File: src/cdx_pkg.sv
// Shared types, constants and helpers for the container deframer.
`timescale 1ns / 1ps
`default_nettype none

package cdx_pkg;

    localparam int KEY_DEPTH_DEF = 32;

    localparam int POS_W = 11;
    localparam logic [POS_W-1:0] HDR_SKIP_END = 11'd1116;
    localparam logic [POS_W-1:0] MAGIC_LEN = 11'd4;
    localparam logic [7:0] INVERT_MASK = 8'hff;

    typedef enum logic [3:0] {
        PH_MAGIC,
        PH_SKIP,
        PH_LENGTHS,
        PH_KEY,
        PH_PAYLOAD,
        PH_XOR,
        PH_EMIT_RD,
        PH_EMIT,
        PH_DONE
    } phase_t;

    typedef enum logic [1:0] {
        ST_PAYLOAD  = 2'd0,
        ST_KEY      = 2'd1,
        ST_BADMAGIC = 2'd2,
        ST_BADKEY   = 2'd3
    } status_t;

    typedef struct packed {
        logic [7:0] data;
        status_t    status;
        logic       last;
    } res_t;

    // Magic "fxe " in lower case
    function automatic logic [7:0] magic_char(input logic [1:0] idx);
        logic [7:0] c;
        case (idx)
            2'd0:    c = 8'h66;
            2'd1:    c = 8'h78;
            2'd2:    c = 8'h65;
            default: c = 8'h20;
        endcase
        return c;
    endfunction

    function automatic logic [7:0] to_lower(input logic [7:0] b);
        logic [7:0] r;
        r = b;
        if (b >= 8'h41 && b <= 8'h5a)
        begin
            r = b + 8'h20;
        end
        return r;
    endfunction

endpackage

`default_nettype wire

File: src/cdx_key_ram.sv
// Key store: single write port, single registered read port.
`timescale 1ns / 1ps
`default_nettype none

module cdx_key_ram #(
    parameter int DEPTH = 32,
    parameter int AW    = 5
) (
    input  wire logic          clk,
    input  wire logic          we,
    input  wire logic [AW-1:0] waddr,
    input  wire logic [7:0]    wdata,
    input  wire logic          re,
    input  wire logic [AW-1:0] raddr,
    output logic      [7:0]    rdata
);

    logic [7:0] mem [DEPTH];

    always_ff @(posedge clk)
    begin
        if (we)
        begin
            mem[waddr] <= wdata;
        end
    end

    // rdata holds until the next read
    always_ff @(posedge clk)
    begin
        if (re)
        begin
            rdata <= mem[raddr];
        end
    end

endmodule

`default_nettype wire

File: src/cdx_ctrl.sv
// Parser and sequencer: header walk, length capture, key store access, result build.
`timescale 1ns / 1ps
`default_nettype none

module cdx_ctrl #(
    parameter int KEY_DEPTH = 32,
    parameter int AW        = 5,
    parameter int CW        = 6
) (
    input  wire logic             clk,
    input  wire logic             rst_n,
    input  wire logic             in_valid,
    output logic                  in_stall,
    input  wire logic [7:0]       in_byte,
    input  wire logic             start_req,
    input  wire logic             res_ready,
    output logic                  res_valid,
    output cdx_pkg::res_t         res,
    output logic                  ram_we,
    output logic [AW-1:0]         ram_waddr,
    output logic [7:0]            ram_wdata,
    output logic                  ram_re,
    output logic [AW-1:0]         ram_raddr,
    input  wire logic [7:0]       ram_rdata
);

    import cdx_pkg::*;

    localparam logic [31:0] KEY_DEPTH_W = 32'(KEY_DEPTH);

    phase_t           phase_reg, phase_next;
    logic [POS_W-1:0] pos_reg, pos_next;
    logic [31:0]      paylen_reg, paylen_next;
    logic [31:0]      keylen_reg, keylen_next;
    logic [CW-1:0]    kidx_reg, kidx_next;
    logic [CW-1:0]    emit_reg, emit_next;
    logic [7:0]       byte_reg, byte_next;

    phase_t           phase_eff;
    logic [POS_W-1:0] pos_eff;
    logic [POS_W-1:0] pos_inc;
    logic [POS_W-1:0] len_off_full;
    logic [2:0]       len_off;
    logic [CW-1:0]    klen;
    logic [CW-1:0]    kidx_inc;
    logic [CW-1:0]    emit_inc;
    logic             busy;
    logic             may_emit;
    logic             in_acc;

    assign phase_eff    = start_req ? PH_MAGIC : phase_reg;
    assign pos_eff      = start_req ? '0 : pos_reg;
    assign pos_inc      = pos_eff + 1'b1;
    assign len_off_full = pos_reg - HDR_SKIP_END;
    assign len_off      = len_off_full[2:0];
    assign klen         = keylen_reg[CW-1:0];
    assign kidx_inc     = kidx_reg + 1'b1;
    assign emit_inc     = emit_reg + 1'b1;

    assign busy = (phase_reg == PH_XOR) || (phase_reg == PH_EMIT_RD)
               || (phase_reg == PH_EMIT);
    // header skip and post-end bytes never produce a result
    assign may_emit = (phase_eff != PH_SKIP) && (phase_eff != PH_DONE);
    assign in_stall = busy || (may_emit && !res_ready);
    assign in_acc   = in_valid && !in_stall;

    always_comb
    begin
        phase_next  = phase_reg;
        pos_next    = pos_reg;
        paylen_next = paylen_reg;
        keylen_next = keylen_reg;
        kidx_next   = kidx_reg;
        emit_next   = emit_reg;
        byte_next   = byte_reg;
        ram_we      = 1'b0;
        ram_waddr   = kidx_reg[AW-1:0];
        ram_wdata   = in_byte ^ INVERT_MASK;
        ram_re      = 1'b0;
        ram_raddr   = kidx_reg[AW-1:0];
        res_valid   = 1'b0;
        res.data    = ram_rdata;
        res.status  = ST_PAYLOAD;
        res.last    = 1'b0;

        if (busy)
        begin
            unique case (phase_reg)
                PH_XOR:
                begin
                    res.data = byte_reg ^ ram_rdata;
                    if (res_ready)
                    begin
                        res_valid   = 1'b1;
                        paylen_next = paylen_reg - 1'b1;
                        if (paylen_reg == 32'd1)
                        begin
                            emit_next  = '0;
                            phase_next = PH_EMIT_RD;
                        end
                        else
                        begin
                            phase_next = PH_PAYLOAD;
                        end
                    end
                end
                PH_EMIT_RD:
                begin
                    ram_re     = 1'b1;
                    ram_raddr  = emit_reg[AW-1:0];
                    phase_next = PH_EMIT;
                end
                PH_EMIT:
                begin
                    res.status = ST_KEY;
                    res.last   = (emit_inc == klen);
                    if (res_ready)
                    begin
                        res_valid = 1'b1;
                        if (emit_inc == klen)
                        begin
                            phase_next = PH_DONE;
                        end
                        else
                        begin
                            // next key byte read overlaps this push
                            emit_next = emit_inc;
                            ram_re    = 1'b1;
                            ram_raddr = emit_inc[AW-1:0];
                        end
                    end
                end
                default:
                begin
                    phase_next = PH_DONE;
                end
            endcase
        end
        else if (in_acc)
        begin
            unique case (phase_eff)
                PH_MAGIC:
                begin
                    paylen_next = '0;
                    keylen_next = '0;
                    kidx_next   = '0;
                    if (to_lower(in_byte) != magic_char(pos_eff[1:0]))
                    begin
                        res_valid  = 1'b1;
                        res.data   = '0;
                        res.status = ST_BADMAGIC;
                        res.last   = 1'b1;
                        phase_next = PH_DONE;
                    end
                    else
                    begin
                        pos_next   = pos_inc;
                        phase_next = (pos_inc == MAGIC_LEN) ? PH_SKIP : PH_MAGIC;
                    end
                end
                PH_SKIP:
                begin
                    pos_next = pos_inc;
                    if (pos_inc == HDR_SKIP_END)
                    begin
                        phase_next = PH_LENGTHS;
                    end
                end
                PH_LENGTHS:
                begin
                    pos_next = pos_inc;
                    // little-endian: payload length then key length
                    if (len_off[2])
                    begin
                        keylen_next[{len_off[1:0], 3'b000} +: 8] = in_byte;
                    end
                    else
                    begin
                        paylen_next[{len_off[1:0], 3'b000} +: 8] = in_byte;
                    end
                    if (len_off == 3'd7)
                    begin
                        if (keylen_next == 32'd0 || keylen_next > KEY_DEPTH_W)
                        begin
                            res_valid  = 1'b1;
                            res.data   = '0;
                            res.status = ST_BADKEY;
                            res.last   = 1'b1;
                            phase_next = PH_DONE;
                        end
                        else
                        begin
                            kidx_next  = '0;
                            phase_next = PH_KEY;
                        end
                    end
                end
                PH_KEY:
                begin
                    ram_we    = 1'b1;
                    kidx_next = kidx_inc;
                    if (kidx_inc == klen)
                    begin
                        kidx_next = '0;
                        if (paylen_reg == 32'd0)
                        begin
                            emit_next  = '0;
                            phase_next = PH_EMIT_RD;
                        end
                        else
                        begin
                            phase_next = PH_PAYLOAD;
                        end
                    end
                end
                PH_PAYLOAD:
                begin
                    byte_next  = in_byte;
                    ram_re     = 1'b1;
                    kidx_next  = (kidx_inc == klen) ? '0 : kidx_inc;
                    phase_next = PH_XOR;
                end
                default:
                begin
                    phase_next = PH_DONE;
                end
            endcase
        end
    end

    always_ff @(posedge clk or negedge rst_n)
    begin
        if (!rst_n)
        begin
            phase_reg  <= PH_MAGIC;
            pos_reg    <= '0;
            paylen_reg <= '0;
            keylen_reg <= '0;
            kidx_reg   <= '0;
            emit_reg   <= '0;
        end
        else
        begin
            phase_reg  <= phase_next;
            pos_reg    <= pos_next;
            paylen_reg <= paylen_next;
            keylen_reg <= keylen_next;
            kidx_reg   <= kidx_next;
            emit_reg   <= emit_next;
        end
    end

    always_ff @(posedge clk)
    begin
        byte_reg <= byte_next;
    end

endmodule

`default_nettype wire

File: src/container_deframe_xor_decrypt.sv
// Top level: container deframer with repeating-key XOR decryption.
//
// Takes a packed executable container one word (byte) at a time. The first
// four bytes must spell "fxe " in either case, the header is skipped up to
// offset 1116, then two little-endian 32-bit lengths (payload, key) are read.
// Key bytes are stored inverted in a KEY_DEPTH-entry synchronous key store;
// each payload byte comes out XORed with the stored key (index wraps at the
// key length), and after the last payload byte the stored key bytes follow,
// the final one flagged by last_out. A bad magic or a key length of zero or
// above KEY_DEPTH yields one result (out_byte 0, status 2 or 3, last_out 1);
// afterwards bytes are swallowed until start_req. The first byte after reset
// is taken as offset 0. Header, length and key bytes are taken one per cycle
// unless stalled; a payload byte is held off until the previous one's key store
// read and XOR push are done. The trailing key dump starts with a key store
// read, then pushes one key byte per cycle while the output is not stalled;
// input is stalled throughout. No clearing pass after reset. A result waiting
// in the output register stalls all input but header-skip and post-end bytes.
`timescale 1ns / 1ps
`default_nettype none

module container_deframe_xor_decrypt #(
    parameter int KEY_DEPTH = cdx_pkg::KEY_DEPTH_DEF
) (
    input  wire logic        clk,
    input  wire logic        rst_n,
    input  wire logic        in_valid,
    output logic             in_stall,
    input  wire logic [7:0]  in_byte,
    input  wire logic        start_req,
    output logic             out_valid,
    input  wire logic        out_stall,
    output logic [7:0]       out_byte,
    output cdx_pkg::status_t status,
    output logic             last_out
);

    import cdx_pkg::*;

    // address width for the store, counter width able to hold KEY_DEPTH
    localparam int AW = (KEY_DEPTH > 1) ? $clog2(KEY_DEPTH) : 1;
    localparam int CW = $clog2(KEY_DEPTH + 1);

    logic          res_ready;
    logic          res_valid;
    res_t          res;
    logic          ram_we;
    logic [AW-1:0] ram_waddr;
    logic [7:0]    ram_wdata;
    logic          ram_re;
    logic [AW-1:0] ram_raddr;
    logic [7:0]    ram_rdata;

    logic          out_valid_reg, out_valid_next;
    res_t          out_res_reg;

    cdx_ctrl #(
        .KEY_DEPTH (KEY_DEPTH),
        .AW        (AW),
        .CW        (CW)
    ) u_ctrl (
        .clk       (clk),
        .rst_n     (rst_n),
        .in_valid  (in_valid),
        .in_stall  (in_stall),
        .in_byte   (in_byte),
        .start_req (start_req),
        .res_ready (res_ready),
        .res_valid (res_valid),
        .res       (res),
        .ram_we    (ram_we),
        .ram_waddr (ram_waddr),
        .ram_wdata (ram_wdata),
        .ram_re    (ram_re),
        .ram_raddr (ram_raddr),
        .ram_rdata (ram_rdata)
    );

    cdx_key_ram #(
        .DEPTH (KEY_DEPTH),
        .AW    (AW)
    ) u_key_ram (
        .clk   (clk),
        .we    (ram_we),
        .waddr (ram_waddr),
        .wdata (ram_wdata),
        .re    (ram_re),
        .raddr (ram_raddr),
        .rdata (ram_rdata)
    );

    // Output register: free when empty or being drained this cycle
    assign res_ready = !out_valid_reg || !out_stall;

    always_comb
    begin
        out_valid_next = out_valid_reg;
        if (res_valid)
        begin
            out_valid_next = 1'b1;
        end
        else if (!out_stall)
        begin
            out_valid_next = 1'b0;
        end
    end

    always_ff @(posedge clk or negedge rst_n)
    begin
        if (!rst_n)
        begin
            out_valid_reg <= 1'b0;
        end
        else
        begin
            out_valid_reg <= out_valid_next;
        end
    end

    always_ff @(posedge clk)
    begin
        if (res_valid)
        begin
            out_res_reg <= res;
        end
    end

    assign out_valid = out_valid_reg;
    assign out_byte  = out_res_reg.data;
    assign status    = out_res_reg.status;
    assign last_out  = out_res_reg.last;

    // Key store is never read and written in the same cycle
    a_no_rw_overlap: assert property (@(posedge clk) disable iff (!rst_n)
        !(ram_we && ram_re))
        else $error("key store read and write in same cycle");

    // Sequencer only offers a result when the output register can take it
    a_res_has_room: assert property (@(posedge clk) disable iff (!rst_n)
        res_valid |-> res_ready)
        else $error("result offered while output register is full");

    // Error results carry a zero byte and close the file
    a_error_shape: assert property (@(posedge clk) disable iff (!rst_n)
        (out_valid && (status == ST_BADMAGIC || status == ST_BADKEY))
            |-> (out_byte == 8'h00 && last_out))
        else $error("malformed error result");

endmodule

`default_nettype wire
File: config.mk
export PLATFORM = sky130hd
export DESIGN_NAME = container_deframe_xor_decrypt
export DESIGN_NICKNAME = d
export VERILOG_FILES = /design/src/cdx_pkg.sv /design/src/cdx_key_ram.sv /design/src/cdx_ctrl.sv /design/src/container_deframe_xor_decrypt.sv
export SDC_FILE = /design/constraint.sdc
export NUM_CORES = 1
export LEC_CHECK = 0
export BUFFER_PORTS_ARGS = -buffer_cell sky130_fd_sc_hd__clkbuf_2
export CORE_MARGIN = 8
export CORE_UTILIZATION = 30
export CTS_CLUSTER_SIZE = 25
export DETAILED_ROUTE_END_ITERATION = 10
export HOLD_SLACK_MARGIN = 0.1
export PLACE_DENSITY = 0.55
export SKIP_CTS_REPAIR_TIMING = 1
export SYNTH_ARGS = -nofsm -noshare
export SYNTH_HDL_FRONTEND = slang
export SYNTH_HIERARCHICAL = 1
export SYNTH_SLANG_ARGS = --single-unit
File: constraint.sdc
create_clock -name clk -period 4.1 [get_ports clk]
set_clock_uncertainty 0.05 [all_clocks]
set_input_delay 0.82 -clock clk [delete_from_list [all_inputs] [get_ports clk]]
set_output_delay 0.82 -clock clk [all_outputs]
set_load 0.01 [all_outputs]
==> results.sh <==
export IMPL_setup_violations=0
export IMPL_combPwrFrac_pct=8.4
export IMPL_die_x_um=257.8
export IMPL_hold_viol_final=0
export IMPL_seq_power_share_pct=48.1
export IMPL_clockPowerShare_pct=43.5
export IMPL_grt_first_pass_wirelength_um=74500
export IMPL_rsz0062_at_grt="true"
export IMPL_core_area_sq_mm=0.05770
export IMPL_drt_vias_per_instance=5.393
export IMPL_p_total_mw=8.590
export IMPL_clock_sinks=375
export IMPL_post_place_ws_ps=7.230
export IMPL_grt_overflow=0
export IMPL_crit_reg2reg_capture="u_key_ram/rdata[1]$_DFFE_PP_"
export IMPL_start_util_pct=30.39
export IMPL_cts_max_level=2
export IMPL_port_buffer_count=25
export IMPL_cts_tree="built"
export IMPL_fillers=5555
export IMPL_cts_inserted_buffers=41
export IMPL_nets=1426
export IMPL_criticalPathCategory="reg2reg"
export IMPL_rows=88
export IMPL_place_gp_congestion=0.8605
export IMPL_period_minus_slack_ps=3968
export IMPL_max_freq_mhz=252.0
export IMPL_synth_flop_cell="edfxtp_1"
export IMPL_vias=11830
export IMPL_grt_pass1_vias=11750
export IMPL_layout_commonest_cell="edfxtp_1"
export IMPL_rr_startpoint="u_ctrl/emit_reg[0]$_DFFE_PN0P_"
export IMPL_antenna_cells=0
export IMPL_die_area_sq_mm=0.06644
export IMPL_drc=0
export IMPL_yosysWarnings=6
export IMPL_clk_pin_slew_ps=60
export IMPL_start_kind="flop"
export IMPL_p_sw_mw=2.069
export IMPL_cts_root_buffer="clkbuf_16"
export IMPL_ir_drop_mv=0.2421
export IMPL_leakagePower_nw=7.149
export IMPL_antenna_found_initial=0
export IMPL_required_ps=4360
export IMPL_intPower_mw=6.521
export IMPL_clock_path_buffers=3
export IMPL_routed_wl_um=48160
export IMPL_critical_path_cell_chain="buf_4 > and3_2 > xnor2_2 > o21ai_2 > o31ai_2 > buf_4 > nor2_1 > a22o_1 > a21oi_4 > buf_12 > buf_16 > mux4_2 > mux4_2 > mux2_2"
export IMPL_synthToLayoutAreaGrowth_pct=18.38
export IMPL_synth_enable_flop_cells=283
export IMPL_die_y_um=257.8
export IMPL_r2r_cells=14
export IMPL_regArea_sq_mm=0.01080
export IMPL_yosysSeqAreaShare_pct=61.60
export IMPL_netlist_area_sq_mm=0.01753
export IMPL_outcome="completed"
export IMPL_crit_path_start="u_ctrl/emit_reg[0]$_DFFE_PN0P_"
export IMPL_worst_setup_path_end_kind="flop"
export IMPL_cp_arrival_ps=4230
export IMPL_powerDensity_mw_per_mm2=413.8
export IMPL_power_share_switching_pct=24.09
export IMPL_drive_gt1_share_pct=24.21
export IMPL_syn_num_nets=1311
export IMPL_final_max_slew_violation_count=0
export IMPL_layout_setup_ws_ps=132.1
export IMPL_wl_per_cell_um=21.95
export IMPL_postSynthAreaPerCell_sq_um=13.67
export IMPL_hpwl_um=32400
export IMPL_io_pins=26
export IMPL_r2r_slack_ps=130
export IMPL_final_cell_mix="edfxtp_1, buf_4, nor2_1"
export IMPL_first_iter_violations=1334
export IMPL_slowest_stage="mux4_2"
export IMPL_largest_register_ff_count=256
export IMPL_syn_inst=1283
export IMPL_ys_types=80
export IMPL_multi_input_area_sq_mm=0.006357
export IMPL_worst_pin_slew_ps=1277
export IMPL_ant_nets=0
export IMPL_hold_class="in2async"
export IMPL_first_pass_iters=5
export IMPL_worstSkewPairLatency_ps=570
export IMPL_relSlewSlack_pct=14.00
export IMPL_grt_usage_pct=14.27
export IMPL_finalCritPeriodShare_pct=96.78
export IMPL_ys_async_sr_fraction_pct=24.53
export IMPL_grt_max_degree=83
export IMPL_cp_max_fo=13
export IMPL_critPathMaxStageDelay_ps=520
export IMPL_drv_cap=0
export IMPL_synth_seq_cells=375
## critical path, delay by kind of cell, from the launching register on
family	cells	cell delay, ps
multiplexers	3	1330
flip-flops	1	420
AND/OR/NAND/NOR	2	250
XOR/XNOR	1	150
buffers and inverters	4	710
AO/OA/AOI/OAI	4	800
## layer usage
metal  vias up  track usage, %  routed length [um]
met2       435           21.06               21170
met3        83           3.725                3622
met4         0           3.546                 989
met5         -               0                   0
met1      6033           20.73               22380
li1       5282               -                   -
## cell type report
| cell class | instances | share of cell area, % |
|---|---|---|
| clock inverters | 20 | 1.097 |
| repair buffers | 152 | 5.690 |
| inverters | 28 | 0.5064 |
| well taps | 765 | 4.611 |
| multi-input cells | 800 | 30.63 |
| flip-flops and latches | 375 | 52.04 |
| clock buffers | 54 | 5.425 |
## kinds of logic after synthesis
family / count (synthesis) / synth area share (%)
buffers and inverters: 108 / 2.655
AO/OA/AOI/OAI: 294 / 11.30
AND/OR/NAND/NOR: 366 / 10.60
adder cells (fa/ha/maj): 15 / 1.070
flip-flops: 375 / 61.60
multiplexers: 98 / 11.43
XOR/XNOR: 27 / 1.349
## power by group through the flow
| stage | clock [mW] | combinational (mW) | sequential (mW) |
|---|---|---|---|
| after global placement | 0 | 0.693 | 4.21 |
| after global routing | 3.98 | 0.778 | 4.13 |
| final | 3.74 | 0.720 | 4.13 |
| after detailed placement | 0 | 0.703 | 4.21 |
| after CTS | 3.83 | 0.705 | 4.13 |
| after floorplan | 0 | 0.383 | 4.21 |
## metrics by stage
stage	area [sq um]	utilization, %	hold slack, ps	instances	setup TNS (ps)
finish	20760	35.98	416.1	2194	0
CTS	20600	35.71	435.2	2185	-45.52
global route	20760	35.98	459.3	2194	-17.30
global placement	19250	33.36	414.7	2111	0
detailed placement	19250	33.36	420.2	2111	0
floorplan	17530	-	393.4	1283	0
## cells in the mapped netlist (8+ instances only)
cell	number	area [sq um]
a31oi_1	18	112.6
o21ai_1	8	40.04
xor2_1	15	131.4
nand3b_1	9	67.56
a21oi_1	43	215.2
nor4_1	23	143.9
dfrtp_1	92	2302
clkbuf_1	55	206.5
mux2_2	16	180.2
a22oi_1	8	60.06
ha_1	15	187.7
and2_1	8	50.05
edfxtp_1	283	8498
nor2b_1	10	62.56
nor2_1	116	435.4
nand3_1	18	90.09
xnor2_1	12	105.1
a32oi_1	12	105.1
inv_1	28	105.1
nor3_1	46	230.2
and3_1	8	50.05
o21ai_0	94	470.5
buf_4	12	90.09
mux4_2	80	1802
nand2b_1	12	75.07
nand2_1	65	244.0
a22o_1	32	280.3
nand4_1	13	81.33
## worst max-delay path by stage
stage	endpoint	slack, ps
3_5_place_dp	u_key_ram/rdata[1]$_DFFE_PP_	7
4_1_cts	u_key_ram/rdata[1]$_DFFE_PP_	-20
2_1_floorplan	out_valid$_DFFE_PN0P_	30
6_report	u_key_ram/rdata[1]$_DFFE_PP_	130
3_3_place_gp	u_key_ram/rdata[3]$_DFFE_PP_	40
5_1_grt	u_key_ram/rdata[3]$_DFFE_PP_	-9
Power figures use the tool's default switching activity.
